[src/design/mat_pkg.sv]
// ----------------------------------------------------------------------------
// mat_pkg
// Types and constants of the multi-slot alarm table.
// ----------------------------------------------------------------------------
package mat_pkg;

  // Operation codes
  typedef enum logic [2:0] {
    OP_TICK   = 3'd0,
    OP_PUT    = 3'd1,
    OP_ON     = 3'd2,
    OP_OFF    = 3'd3,
    OP_DELETE = 3'd4,
    OP_STOP   = 3'd5,
    OP_GET    = 3'd6,
    OP_CLEAR  = 3'd7
  } op_e;

  // Result status codes
  typedef enum logic [2:0] {
    ST_OK          = 3'd0,
    ST_FORMAT      = 3'd1,
    ST_RINGING     = 3'd2,
    ST_DUPLICATE   = 3'd3,
    ST_NOT_FOUND   = 3'd4,
    ST_NOT_RINGING = 3'd5
  } status_e;

  // Entry state codes reported by get
  localparam logic [1:0] ES_IDLE    = 2'd0;
  localparam logic [1:0] ES_ACTIVE  = 2'd1;
  localparam logic [1:0] ES_WAITING = 2'd2;

  localparam logic [4:0] HOURS_PER_DAY    = 5'd24;
  localparam logic [5:0] MINUTES_PER_HOUR = 6'd60;
  localparam logic [4:0] NO_SLOT          = 5'd16;

  // Input beat
  typedef struct packed {
    logic [2:0]  operation;
    logic [3:0]  slot;
    logic [4:0]  hour;
    logic [5:0]  minute;
    logic        enable;
    logic [15:0] day_number;
  } in_t;

  // Output beat
  typedef struct packed {
    logic [2:0] status;
    logic [4:0] active_slot;
    logic       any_ringing;
    logic       entry_used;
    logic [4:0] entry_hour;
    logic [5:0] entry_minute;
    logic       entry_enabled;
    logic [1:0] entry_state;
  } out_t;

  // Stored slot record; the used flag lives in flops next to the RAM
  typedef struct packed {
    logic        enabled;
    logic        ringing;
    logic [4:0]  hour;
    logic [5:0]  minute;
    logic [15:0] last_day;
  } entry_t;

  localparam int unsigned ENTRY_W = $bits(entry_t);

endpackage

[src/design/multi_alarm_table.sv]
// ----------------------------------------------------------------------------
// multi_alarm_table
// Alarm slot table: tick, put, on, off, delete, stop, get and clear.
// ----------------------------------------------------------------------------
// Flow: an item walks the table in scan, then passes apply and finish; a stop
//   that silences an alarm walks the table a second time.
// A new item is taken only in idle, once the last one is in the output register;
//   each item walks the entry RAM read port, which visits one slot per cycle.
// Reset: per-slot used flags clear at once; no clearing pass over the RAM.
module multi_alarm_table #(
  parameter int unsigned SLOTS = 16
) (
  input  logic          clk_i,
  input  logic          rst_ni,
  input  logic          in_valid_i,
  output logic          in_stall_o,
  input  mat_pkg::in_t  in_data_i,
  output logic          out_valid_o,
  input  logic          out_stall_i,
  output mat_pkg::out_t out_data_o
);
  import mat_pkg::*;

  localparam int unsigned IW = (SLOTS > 1) ? $clog2(SLOTS) : 1;
  localparam int unsigned CW = $clog2(SLOTS + 1);
  localparam logic [CW-1:0] LAST = CW'(SLOTS);

  typedef enum logic [3:0] {
    S_IDLE   = 4'b0001,
    S_SCAN   = 4'b0010,
    S_APPLY  = 4'b0100,
    S_FINISH = 4'b1000
  } state_e;

  state_e            state_q, state_d;
  in_t               cmd_q, cmd_d;
  logic [CW-1:0]     cnt_q, cnt_d;
  logic              pend_q, pend_d;
  logic [IW-1:0]     pidx_q, pidx_d;
  logic [SLOTS-1:0]  used_q, used_d;
  entry_t            cap_q, cap_d;
  logic              cap_used_q, cap_used_d;
  logic              dup_q, dup_d;
  logic              found_q, found_d;
  entry_t            best_q, best_d;
  logic [IW-1:0]     bidx_q, bidx_d;
  logic              rescan_q, rescan_d;
  out_t              res_q, res_d;
  logic              out_valid_q, out_valid_d;
  out_t              out_q, out_d;

  // RAM ports
  logic              ram_we;
  logic [IW-1:0]     ram_waddr;
  entry_t            ram_wdata;
  logic              ram_re;
  logic [ENTRY_W-1:0] ram_rdata;

  // Command decode
  op_e               op;
  logic [IW-1:0]     slot_idx;
  logic              in_table;

  // Scan datapath
  logic              rd_used;
  entry_t            rd_ent;
  entry_t            post;
  logic              fire;
  logic              better;
  logic              is_self;
  logic              dup_hit;
  entry_t            put_ent;
  entry_t            edit_ent;
  entry_t            stop_ent;

  assign op       = op_e'(cmd_q.operation);
  assign slot_idx = IW'(cmd_q.slot);
  assign in_table = 32'(cmd_q.slot) < SLOTS;

  mat_ram #(
    .WIDTH (ENTRY_W),
    .DEPTH (SLOTS)
  ) u_ram (
    .clk_i   (clk_i),
    .we_i    (ram_we),
    .waddr_i (ram_waddr),
    .wdata_i (ram_wdata),
    .re_i    (ram_re),
    .raddr_i (cnt_q[IW-1:0]),
    .rdata_o (ram_rdata)
  );

  assign ram_re = (state_q == S_SCAN) && (cnt_q != LAST);

  // Per-slot evaluation of the entry returned by the RAM
  always_comb begin
    rd_used = used_q[pidx_q];
    rd_ent  = rd_used ? entry_t'(ram_rdata) : '0;
    fire    = (op == OP_TICK) && rd_used && rd_ent.enabled && !rd_ent.ringing &&
              (cmd_q.day_number > rd_ent.last_day) &&
              (cmd_q.hour == rd_ent.hour) && (cmd_q.minute == rd_ent.minute);
    post = rd_ent;
    if (fire) begin
      post.ringing  = 1'b1;
      post.last_day = cmd_q.day_number;
    end
    // Earliest last day, then earliest time; ties keep the lower slot
    better  = rd_used && post.ringing &&
              (!found_q || ({post.last_day, post.hour, post.minute} <
                            {best_q.last_day, best_q.hour, best_q.minute}));
    is_self = in_table && (pidx_q == slot_idx);
    dup_hit = rd_used && !is_self &&
              (rd_ent.hour == cmd_q.hour) && (rd_ent.minute == cmd_q.minute);
  end

  // Records written back by the edit operations
  always_comb begin
    put_ent          = '0;
    put_ent.enabled  = cmd_q.enable;
    put_ent.hour     = cmd_q.hour;
    put_ent.minute   = cmd_q.minute;
    put_ent.last_day = (cap_used_q && (cap_q.hour == cmd_q.hour) &&
                        (cap_q.minute == cmd_q.minute)) ? cap_q.last_day : '0;
    edit_ent         = cap_q;
    edit_ent.enabled = (op == OP_ON);
    stop_ent         = best_q;
    stop_ent.ringing = 1'b0;
  end

  // Sequencer
  always_comb begin
    state_d     = state_q;
    cmd_d       = cmd_q;
    cnt_d       = cnt_q;
    pend_d      = pend_q;
    pidx_d      = pidx_q;
    used_d      = used_q;
    cap_d       = cap_q;
    cap_used_d  = cap_used_q;
    dup_d       = dup_q;
    found_d     = found_q;
    best_d      = best_q;
    bidx_d      = bidx_q;
    rescan_d    = rescan_q;
    res_d       = res_q;
    out_d       = out_q;
    out_valid_d = out_valid_q;
    ram_we      = 1'b0;
    ram_waddr   = pidx_q;
    ram_wdata   = post;

    if (out_valid_q && !out_stall_i) begin
      out_valid_d = 1'b0;
    end

    unique case (state_q)
      S_IDLE: begin
        if (in_valid_i) begin
          cmd_d      = in_data_i;
          cnt_d      = '0;
          pend_d     = 1'b0;
          cap_d      = '0;
          cap_used_d = 1'b0;
          dup_d      = 1'b0;
          found_d    = 1'b0;
          rescan_d   = 1'b0;
          state_d    = S_SCAN;
        end
      end

      S_SCAN: begin
        // Issue one read a cycle, process the entry that comes back
        if (cnt_q != LAST) begin
          cnt_d = cnt_q + 1'b1;
        end
        pend_d = (cnt_q != LAST);
        pidx_d = cnt_q[IW-1:0];
        if (pend_q) begin
          if (is_self) begin
            cap_d      = rd_ent;
            cap_used_d = rd_used;
          end
          if (dup_hit) begin
            dup_d = 1'b1;
          end
          if (better) begin
            found_d = 1'b1;
            best_d  = post;
            bidx_d  = pidx_q;
          end
          if (fire) begin
            ram_we = 1'b1;
          end
        end
        if ((cnt_q == LAST) && !pend_q) begin
          state_d = rescan_q ? S_FINISH : S_APPLY;
        end
      end

      S_APPLY: begin
        res_d        = '0;
        res_d.status = ST_OK;
        state_d      = S_FINISH;
        unique case (op)
          OP_TICK: begin
          end
          OP_PUT, OP_ON, OP_OFF, OP_DELETE: begin
            priority if (!in_table) begin
              res_d.status = ST_NOT_FOUND;
            end else if (cap_q.ringing) begin
              res_d.status = ST_RINGING;
            end else if (op == OP_PUT) begin
              priority if ((cmd_q.hour >= HOURS_PER_DAY) ||
                           (cmd_q.minute >= MINUTES_PER_HOUR)) begin
                res_d.status = ST_FORMAT;
              end else if (dup_q) begin
                res_d.status = ST_DUPLICATE;
              end else begin
                ram_we           = 1'b1;
                ram_waddr        = slot_idx;
                ram_wdata        = put_ent;
                used_d[slot_idx] = 1'b1;
              end
            end else if (!cap_used_q) begin
              res_d.status = ST_NOT_FOUND;
            end else if (op == OP_DELETE) begin
              used_d[slot_idx] = 1'b0;
            end else begin
              ram_we    = 1'b1;
              ram_waddr = slot_idx;
              ram_wdata = edit_ent;
            end
          end
          OP_STOP: begin
            if (!found_q) begin
              res_d.status = ST_NOT_RINGING;
            end else begin
              // Silence the active slot, then walk again for the new active one
              ram_we    = 1'b1;
              ram_waddr = bidx_q;
              ram_wdata = stop_ent;
              cnt_d     = '0;
              pend_d    = 1'b0;
              found_d   = 1'b0;
              rescan_d  = 1'b1;
              state_d   = S_SCAN;
            end
          end
          OP_GET: begin
            if (in_table && cap_used_q) begin
              res_d.entry_used    = 1'b1;
              res_d.entry_hour    = cap_q.hour;
              res_d.entry_minute  = cap_q.minute;
              res_d.entry_enabled = cap_q.enabled;
              priority if (!cap_q.ringing) begin
                res_d.entry_state = ES_IDLE;
              end else if (found_q && (bidx_q == slot_idx)) begin
                res_d.entry_state = ES_ACTIVE;
              end else begin
                res_d.entry_state = ES_WAITING;
              end
            end
          end
          OP_CLEAR: begin
            used_d  = '0;
            found_d = 1'b0;
          end
          default: begin
          end
        endcase
      end

      S_FINISH: begin
        // Wait for the output register to free up
        if (!out_valid_q || !out_stall_i) begin
          out_d             = res_q;
          out_d.active_slot = found_q ? 5'(bidx_q) : NO_SLOT;
          out_d.any_ringing = found_q;
          out_valid_d       = 1'b1;
          state_d           = S_IDLE;
        end
      end

      default: begin
        state_d = S_IDLE;
      end
    endcase
  end

  // Control state
  always_ff @(posedge clk_i or negedge rst_ni) begin
    if (!rst_ni) begin
      state_q     <= S_IDLE;
      cnt_q       <= '0;
      pend_q      <= 1'b0;
      pidx_q      <= '0;
      used_q      <= '0;
      found_q     <= 1'b0;
      rescan_q    <= 1'b0;
      out_valid_q <= 1'b0;
    end else begin
      state_q     <= state_d;
      cnt_q       <= cnt_d;
      pend_q      <= pend_d;
      pidx_q      <= pidx_d;
      used_q      <= used_d;
      found_q     <= found_d;
      rescan_q    <= rescan_d;
      out_valid_q <= out_valid_d;
    end
  end

  // Payload registers
  always_ff @(posedge clk_i) begin
    cmd_q      <= cmd_d;
    cap_q      <= cap_d;
    cap_used_q <= cap_used_d;
    dup_q      <= dup_d;
    best_q     <= best_d;
    bidx_q     <= bidx_d;
    res_q      <= res_d;
    out_q      <= out_d;
  end

  assign in_stall_o  = (state_q != S_IDLE);
  assign out_valid_o = out_valid_q;
  assign out_data_o  = out_q;

endmodule

[src/design/mat_ram.sv]
// ----------------------------------------------------------------------------
// mat_ram
// Generic simple dual-port RAM, one write and one registered read port.
// ----------------------------------------------------------------------------
module mat_ram #(
  parameter int unsigned WIDTH = 29,
  parameter int unsigned DEPTH = 16
) (
  input  logic                                    clk_i,
  input  logic                                    we_i,
  input  logic [((DEPTH > 1) ? $clog2(DEPTH) : 1)-1:0] waddr_i,
  input  logic [WIDTH-1:0]                        wdata_i,
  input  logic                                    re_i,
  input  logic [((DEPTH > 1) ? $clog2(DEPTH) : 1)-1:0] raddr_i,
  output logic [WIDTH-1:0]                        rdata_o
);

  logic [WIDTH-1:0] mem_q [DEPTH];
  logic [WIDTH-1:0] rdata_q;

  // Write port
  always_ff @(posedge clk_i) begin
    if (we_i) begin
      mem_q[waddr_i] <= wdata_i;
    end
  end

  // Registered read port
  always_ff @(posedge clk_i) begin
    if (re_i) begin
      rdata_q <= mem_q[raddr_i];
    end
  end

  assign rdata_o = rdata_q;

endmodule

[config.mk]
export PLATFORM = sky130hd
export DESIGN_NAME = multi_alarm_table
export DESIGN_NICKNAME = d
export VERILOG_FILES = /design/src/design/mat_pkg.sv /design/src/design/multi_alarm_table.sv /design/src/design/mat_ram.sv
export SDC_FILE = /design/constraint.sdc
export NUM_CORES = 1
export LEC_CHECK = 0
export BUFFER_PORTS_ARGS = -buffer_cell sky130_fd_sc_hd__buf_2
export CAP_MARGIN = 30
export CORE_MARGIN = 2
export CORE_UTILIZATION = 49
export CTS_BUF_LIST = sky130_fd_sc_hd__clkbuf_4
export DETAILED_ROUTE_END_ITERATION = 16
export PLACE_DENSITY_LB_ADDON = 0.05
export SYNTH_ARGS = -nofsm -noshare
export SYNTH_HDL_FRONTEND = slang
export SYNTH_SLANG_ARGS = --single-unit
[constraint.sdc]
create_clock -name clk_i -period 10.75 [get_ports clk_i]
set_input_delay 0.5375 -clock clk_i [delete_from_list [all_inputs] [get_ports clk_i]]
set_output_delay 0.5375 -clock clk_i [all_outputs]
set_load 0.02 [all_outputs]
==> flow_summary.toml, run 1 <==
[cts]
clk_pin_slew_ps = 70
cts_sinks = 666
cts-resized-gates = 0
root_buffer = "clkbuf_4"
clk_latency_ps = 1010
numCtsBuffers = 172
htree_levels = 4
cts_tree = "built"
clk_path_buf_depth = 3

[cells_and_area]
final_layout_size_suffix_gt1_share_pct = 29.8
nNetsFinal = 1915
syn2layout_area_growth_pct = 15.0
layout_common_cells = "633 x edfxtp_1, 253 x clkbuf_4, 147 x mux4_2"
final_common_cell = "edfxtp_1"
nFillCells = 4473

[sta]
setup_viol_count_final = 0
report.final.slew_viol_count = 0
worstMarginPinSlew_ps = 1080
rsz0062_at_grt = "false"
fmaxAchievable_mhz = 149
finalHoldViolCount = 0
setup_tns_ps = 0
worst_slack_ps = 4040
finalClockSkew_ps = 61.7
period_share_pct = 62.4
layout_min_cycle_time_ps = 6710
slew_headroom_pct = 27.6

[worst_setup_path]
critPathMaxFanout = 64
rrSetupSlack_ps = 4040
critPathRequiredTime_ps = 11370
rr_worst_depth = 26
reg2reg_to = "best_q[16]"
crit_arrival_ps = 7340
crit_type = "flip-flop to flip-flop"
end_kind = "flip-flop"
worstSetupStartpointType = "flip-flop"
r2r_start = "pidx_q[0]"

[logic_synthesis]
synthArstFlopShare_pct = 4.95
synth_cells = 1569
synth_edf_count = 633
syn_area_um2 = 27700
ys_warn_count = 0
synth_area_leaders = "edfxtp_1 69%, mux4_2 12%, dfrtp_1 2.9%"
ys_ff_latch = 666
syn-num-nets = 1652
synth.distinct_cells = 68
ys_seq_area_share_pct = 71.6
yosysTopAreaCellShare_pct = 68.6
yosys.area.top_type = "edfxtp_1"
syn_area_per_cell_um2 = 17.7
ys.flop_type = "edfxtp_1"

[drt]
wl_um = 70200
wl_per_cell_um = 25.8
vias = 15800
drtIter0Drc = 1408
routed_via_density = 5.82
drtAntennaViolNets = 0
dr.pass1.iters = 5
drc_errors = 0

[global_route]
track_usage_pct = 24.7
grt_max_degree = 65
grt_pass1_wl_um = 105000
antenna_found_initial = 3
overflow = 0
grt_pass1_vias = 16500

[pwr]
max-vdd-ir-drop_v = 0.000105
p_leak_nw = 11.1
power.total_mw = 6.71
p_per_area_nw_per_um2 = 211

[place]
gp_congestion = 0.886
hpwl_um = 39500
pre_cts_ws_ps = 4200
portBuffers = 64

[die]
dieHeight_um = 242
ios = 65
initial_core_util_pct = 49.3
die_area_um2 = 58500
core_um2 = 56200
die_w_um = 242
placementRows = 87

[outcome]
outcome = "finished, final reports clean"

[job]
drv_cap = 0

[worst_hold_path]
worstHoldPathType = "input pin to async pin"
cell families (layout without fill, tap and decap cells):
| logic type | Yosys count | in the layout | share of synthesized area, % |
|---|---|---|---|
| mux | 155 | 155 | 12.3 |
| flops | 666 | 666 | 71.6 |
| fa+ha+maj | 44 | 44 | 1.99 |
| xor+xnor | 33 | 33 | 1.04 |
| other cells | 0 | 6 | 0 |
| simple gates | 305 | 305 | 5.67 |
| compound gates | 242 | 242 | 5.68 |
| buf+inv | 124 | 512 | 1.76 |
how the worst max path moves through the flow:
stage / startpoint / end / cells past startpoint
2_1_floorplan: pidx_q[2] / best_q[0] / 26
3_3_place_gp: pidx_q[0] / bidx_q[2] / 26
3_5_place_dp: pidx_q[0] / bidx_q[1] / 26
4_1_cts: pidx_q[0] / best_q[25] / 26
5_1_grt: pidx_q[0] / best_q[25] / 26
6_report: pidx_q[0] / best_q[16] / 26
state kept, by name, indices dropped and copies added, names as in the netlist, 3 cells and up:
| signal | flops |
|---|---|
| u_ram.rdata_o | 29 |
| res_q | 18 |
| u_ram.mem_q | 464 |
| used_q | 16 |
| best_q | 28 |
| cmd_q | 28 |
| op | 3 |
| bidx_q | 4 |
| cap_q | 29 |
| state_q | 4 |
| cnt_q | 5 |
| pidx_q | 4 |
| out_data_o | 24 |
| slot_idx | 4 |
layer usage:
layer | GRT usage [%] | vias up | share of wire (%)
met5 | 0 | - | 0
met4 | 7.84 | 0 | 1.9
met3 | 5.12 | 100 | 5.0
met2 | 39.8 | 516 | 49
met1 | 34.0 | 8255 | 44
li1 | - | 6946 | -
layout make-up:
| cell class | instances | area [um^2] | share of cell area (%) |
|---|---|---|---|
| Antenna cell | 6 | 15.0 | 0.0471 |
| Clock inverter | 46 | 288 | 0.903 |
| Timing Repair Buffer | 165 | 1180 | 3.71 |
| Sequential cell | 666 | 19800 | 62.3 |
| Clock buffer | 253 | 1900 | 5.96 |
| Multi-Input combinational cell | 779 | 7510 | 23.6 |
| Tap cell | 756 | 946 | 2.97 |
| Inverter | 48 | 180 | 0.565 |
report_power, final:
part	switching (mW)	internal, mW
sequential	0.193	3.10
combinational	0.715	0.532
clock	1.02	1.15
stage by stage:
step | std cells | hold WS, ps | cell area, um^2 | util [%]
detailed placement | 2373 | 405 | 29300 | 52.1
finish | 2719 | 156 | 31900 | 56.7
global placement | 2358 | 402 | 29100 | 51.9
global route | 2719 | 114 | 31900 | 56.7
floorplan | 1569 | 242 | 27700 | -
CTS | 2710 | 55.6 | 31800 | 56.7
synthesized netlist by cell type (all sizes together), types with 9 or more instances:
master and number:
o21ai 82, buf 19, and2 27, nand2b 16, xnor2 24, inv 46, a31oi 11, a22o 32
nor3 27, o211ai 18, a21oi 44, nor2b 10, clkbuf 57, nand3 10, ha 44, edfxtp 633
nor2 40, xor2 9, nand4 14, a22oi 12, a21o 11, mux4 147, dfrtp 32, nand2 99
and3 33
timing repair:
action / in CTS / in global routing
setup endpoints to repair: 0 / 0
hold buffers: 38 / 0
setup buffers: 0 / 0
hold endpoints to repair: 78 / 0
critical path, stage by stage (launching register included):
cell	delay, ps
dfrtp_1	690
mux2_2	270
o221a_2	210
nor2_1	80
o21ai_4	120
buf_4	520
nand2_1	210
ha_1	330
and3_1	160
o21ai_0	90
a21o_1	170
a31oi_1	170
o211ai_1	140
nor4_4	320
buf_4	370
nand2_1	120
o21ai_0	130
ha_1	310
a21o_1	170
a21o_1	170
a21oi_1	140
nor2_1	60
a2111oi_0	400
o21bai_1	130
a21oi_1	150
nor4b_2	250
buf_4	370
No activity file was read; power rests on OpenSTA's default activity.
==> run 2: changes to the inputs <==
==> constraint.sdc (replaced) <==
create_clock -name clk_i -period 6.87 [get_ports clk_i]
set_input_delay 0.3435 -clock clk_i [delete_from_list [all_inputs] [get_ports clk_i]]
set_output_delay 0.3435 -clock clk_i [all_outputs]
set_load 0.02 [all_outputs]
==> flow_summary.toml, run 2 (synthesis results as in run 1) <==
[outcome]
outcome = "finished, final reports clean"

[place]
gp_congestion = 0.885
portBuffers = 64
hpwl_um = 39700

[die]
ios = 65
core_um2 = 56200
die_area_um2 = 58500
placementRows = 87
initial_core_util_pct = 49.3
dieHeight_um = 242
die_w_um = 242

[global_route]
grt_util_met2_pct = 39.8
grt_pass1_wl_um = 105000
use_met1_pct = 32.3
antenna_found_initial = 1
overflow = 0
grt-busiest-layer = "met2"
grt_pass1_vias = 16600
use_met3_pct = 4.82
grt_max_degree = 105
track_usage_pct = 24.6

[worst_setup_path]
cpMostUsedCell = "buf_4"
critPathBufInv = 5
worstSetupStartpointType = "flip-flop"
critPathRequiredTime_ps = 7570
crit_type = "flip-flop to flip-flop"
crit_path_top_delay_cell = "nor4_4"
critPathMaxFanout = 29
crit_arrival_ps = 7170
crit_path_max_incr_delay_ps = 550
crit_family = "compound AO/OA/AOI/OAI gates"
end_kind = "flip-flop"

[pwr]
p_sw_share_pct = 28.1
intPower_mw = 7.69
p_per_area_nw_per_um2 = 330
power.total_mw = 10.7
pwr-share-comb_pct = 18.7
p_clk_share_pct = 33.3
p_seq_share_pct = 47.9
p_sw_mw = 3.01
p_leak_nw = 11.4
max-vdd-ir-drop_v = 0.000170

[drt]
dr.pass1.iters = 5
drc_errors = 0
wl_um = 70200
wl_per_cell_um = 25.4
routed_via_density = 5.78
vias = 16000
drtAntennaViolNets = 0
drtIter0Drc = 1366

[cells_and_area]
layout_common_cells = "633 x edfxtp_1, 271 x clkbuf_4, 147 x mux4_2"
final_common_cell = "edfxtp_1"
syn2layout_area_growth_pct = 17.2
nNetsFinal = 1964
fin_util_pct = 57.8
regMostFlops = "u_ram.mem_q"
nFillCells = 4471
final_layout_size_suffix_gt1_share_pct = 30.8
largest_reg_flops = 464

[sta]
period_share_pct = 94.2
setup_viol_count_final = 0
finalClockSkew_ps = 53.7
fmaxAchievable_mhz = 155
layout_min_cycle_time_ps = 6470
whs_ps = 106
report.final.slew_viol_count = 0
worstMarginPinSlew_ps = 944
setup_tns_ps = 0
finalHoldViolCount = 0
rsz0062_at_grt = "false"
slew_headroom_pct = 37.1

[cts]
cts_tree = "built"
clk_path_buf_depth = 3
cts_sinks = 666
clk_latency_ps = 1030
root_buffer = "clkbuf_4"
numCtsBuffers = 175
clk_pin_slew_ps = 70
htree_levels = 4

[job]
drv_cap = 0

[worst_hold_path]
worstHoldPathType = "input pin to flip-flop"
-- run 2: changes by cell type in the layout (fill, tap and decap cells not counted), moves of 2 or more --
cell and change:
clkbuf_4 +18, inv_2 -3, buf_4 +11, buf_12 +3, dlygate4sd3_1 +31, bufinv_16 +2, clkinv_1 -14
-- run 2: layout make-up --
cell class,instances,area (um^2),area share [%]
Timing Repair Buffer,211,1670,5.14
Inverter,48,180,0.555
Clock inverter,31,279,0.859
Clock buffer,271,2030,6.26
Sequential cell,666,19800,61.1
Tap cell,756,946,2.91
Multi-Input combinational cell,779,7510,23.1
Antenna cell,7,17.5,0.0539
-- run 2: metal layers --
metal / wire [um] / up-vias
met2: 34500 / 513
met3: 3730 / 147
li1: - / 7054
met5: 0 / -
met1: 29700 / 8280
met4: 2340 / 0
-- run 2: per-stage QoR --
stage | setup WS, ps | instance area, um^2 | std cells
4_1_cts | 237 | 32400 | 2751
3_3_place_gp | 537 | 29200 | 2366
5_1_grt | 0.469 | 32500 | 2763
2_1_floorplan | 168 | 27700 | 1569
3_5_place_dp | 324 | 29300 | 2379
6_report | 402 | 32500 | 2769
-- run 2: final timing paths --
path,from,endpoint,slack (ps),cells past startpoint
setup / recovery,pidx_q[0],best_q[23],400,27
setup reg to reg,pidx_q[0],best_q[23],400,27
hold reg to reg,res_q[22],out_data_o[22],410,0
hold / removal,in_data_i[4],cmd_q[4],110,2
max in group asynchronous,rst_ni,found_q,6180,4
min in group asynchronous,rst_ni,state_q[0],450,3
-- run 2: repair_timing --
action | in CTS | in global routing
buffers inserted | 0 | 5
hold buffers | 70 | 0
resized for setup | 0 | 1
setup endpoints to repair | 0 | 32
endpoints found under the hold margin | 99 | 0
-- run 2: power by group through the flow --
stage	sequential [mW]	clock (mW)	combinational [mW]
6_report	5.13	3.57	2.00
5_1_grt	5.16	3.89	2.17
4_1_cts	5.14	3.68	1.98
3_5_place_dp	5.22	0	1.94
3_3_place_gp	5.22	0	1.90
2_1_floorplan	5.03	0	1.44
==> run 3: changes to the inputs <==
--- a/config.mk
+++ b/config.mk
@@ -5,6 +5,7 @@
 export SDC_FILE = /design/constraint.sdc
 export NUM_CORES = 1
 export LEC_CHECK = 0
+export ABC_AREA = 1
 export BUFFER_PORTS_ARGS = -buffer_cell sky130_fd_sc_hd__buf_2
 export CAP_MARGIN = 30
 export CORE_MARGIN = 2
==> constraint.sdc (replaced) <==
create_clock -name clk_i -period 6.58 [get_ports clk_i]
set_input_delay 0.329 -clock clk_i [delete_from_list [all_inputs] [get_ports clk_i]]
set_output_delay 0.329 -clock clk_i [all_outputs]
set_load 0.02 [all_outputs]
==> flow_summary.toml, run 3 <==
[outcome]
outcome = "finished, final reports clean"

[cells_and_area]
syn2layout_area_growth_pct = 16.3
regMostFlops = "u_ram.mem_q"
largest_reg_flops = 464
layout_common_cells = "633 x edfxtp_1, 326 x nor2_1, 316 x o21ai_0"
final_common_cell = "edfxtp_1"
nNetsFinal = 2713
final_layout_size_suffix_gt1_share_pct = 17.6

[worst_setup_path]
worstSetupStartpointType = "flip-flop"
crit_path_max_incr_delay_ps = 570
cpMostUsedCell = "nand2_1"
crit_path_top_delay_cell = "dfrtp_1"
crit_type = "flip-flop to flip-flop"
critPathRequiredTime_ps = 7260
critPathMaxFanout = 37
end_kind = "flip-flop"
crit_arrival_ps = 6500

[logic_synthesis]
yosysTopAreaCellShare_pct = 67.6
yosysMostFrequentCell = "edfxtp_1"
syn_area_um2 = 28100
syn_area_per_cell_um2 = 11.9
ys_ff_latch = 666
ys.flop_type = "edfxtp_1"
synth_common_cells = "633 x edfxtp_1, 349 x nor2_1, 317 x o21ai_0"
synth.distinct_cells = 53
syn-num-nets = 2449
synth_area_leaders = "edfxtp_1 68%, o21ai_0 5.6%, nor2_1 4.7%"
ys_seq_area_share_pct = 70.5
synth_edf_count = 633
synth_cells = 2366
synthArstFlopShare_pct = 4.95
yosys.area.top_type = "edfxtp_1"
ys_warn_count = 0

[cts]
clk_pin_slew_ps = 60
clk_latency_ps = 1030
numCtsBuffers = 175
cts_sinks = 666
clk_path_buf_depth = 3
post_cts_buffers = 0
root_buffer = "clkbuf_4"
htree_levels = 4
cts_tree = "built"
cts-resized-gates = 0

[pwr]
max-vdd-ir-drop_v = 0.000211
p_per_area_nw_per_um2 = 419
p_leak_nw = 12.1

[die]
initial_core_util_pct = 49.7
ios = 65
core_um2 = 56600
die_w_um = 244
die_area_um2 = 59300
placementRows = 87
dieHeight_um = 244

[sta]
slew_headroom_pct = 23.7
report.final.slew_viol_count = 0
rsz0062_at_grt = "false"
setup_tns_ps = 0
worstMarginPinSlew_ps = 1140
worst_slack_ps = 765
setup_viol_count_final = 0
layout_min_cycle_time_ps = 5810
finalHoldViolCount = 0
period_share_pct = 88.4
fmaxAchievable_mhz = 172
finalClockSkew_ps = 60.9

[drt]
wl_um = 77400
vias = 19700
wl_per_cell_um = 21.9
drtIter0Drc = 1770
drc_errors = 0
routed_via_density = 5.58
dr.pass1.iters = 6
drtAntennaViolNets = 0

[place]
portBuffers = 64
pre_cts_ws_ps = 790
gp_congestion = 0.919
hpwl_um = 45800

[global_route]
grt_pass1_wl_um = 116000
antenna_found_initial = 7
grt_max_degree = 99
grt_pass1_vias = 19400
track_usage_pct = 26.4
overflow = 0

[worst_hold_path]
worstHoldPathType = "input pin to flip-flop"

[job]
drv_cap = 0
-- run 3: cell count changes in the layout (fill, tap and decap cells not counted), sizes merged, moves of 32 or more --
| cell | delta |
|---|---|
| nor2 | +316 |
| o21ai | +266 |
| nand2 | +210 |
| mux4 | -147 |
| inv | +131 |
| o22ai | +125 |
| nand3 | +47 |
| and3 | -32 |
-- run 3: kinds of logic after synthesis --
family,after synthesis,synth area share [%]
AOI/OAI and AO/OA,566,11.4
buffers and inverters,292,4.10
adders and majority gates,44,1.96
and+or+nand+nor,785,11.6
xor gates and xnor gates,13,0.431
DFF,666,70.5
-- run 3: area by class of cell --
class,instances,area (um^2)
timing repair buffer,205,1650
sequential,666,19800
fill,4824,23900
clock buffer,266,2000
multi-input combinational,1408,7330
inverter,174,659
clock inverter,49,275
tap,756,946
antenna,5,12.5
-- run 3: layer usage --
layer  up-vias  global-route usage [%]  part of all wire [%]
li1       9187                       -                     -
met1      9565                    37.2                    44
met2       808                    40.3                    46
met3       145                    4.86                   7.0
met4         0                    11.4                   3.0
met5         -                       0                     0
-- run 3: final timing paths --
kind                               from            end  slack, ps  depth (start not counted)
max reg2reg                   pidx_q[0]     best_q[19]        770                         28
min reg2reg                    res_q[8]  out_data_o[8]        420                          0
max                           pidx_q[0]     best_q[19]        770                         28
min in group asynchronous        rst_ni     state_q[0]        480                          3
max in group asynchronous        rst_ni       cnt_q[1]       5870                          4
min                        in_data_i[2]       cmd_q[2]         90                          2
-- run 3: report_power, final --
group,total [mW],switching (mW),internal (mW)
logic,4.27,3.11,1.16
registers,5.80,0.275,5.53
clock network,3.62,1.69,1.93
total,13.7,5.08,8.62
-- run 3: critical path, delay by kind of cell (launching register included) --
| kind | cells | cell delay [ps] |
|---|---|---|
| compound gates | 7 | 1170 |
| fa+ha+maj | 2 | 630 |
| buf+inv | 3 | 490 |
| flops | 1 | 570 |
| simple gates | 16 | 2610 |
-- run 3: repair_timing --
item | CTS | global route
hold endpoints to repair | 107 | 0
setup endpoints to repair | 0 | 0
hold buffers | 71 | 0
-- run 3: through the flow --
stage	cell area (um^2)	power, mW	hold WS [ps]	std cells	util (%)
2_1_floorplan	28100	8.46	33.4	2366	-
3_3_place_gp	29500	9.92	402	3122	52.1
3_5_place_dp	29700	10.1	405	3134	52.4
4_1_cts	32700	13.7	0.170	3520	57.7
5_1_grt	32700	14.5	46.8	3526	57.8
6_report	32700	13.7	89.3	3529	57.8
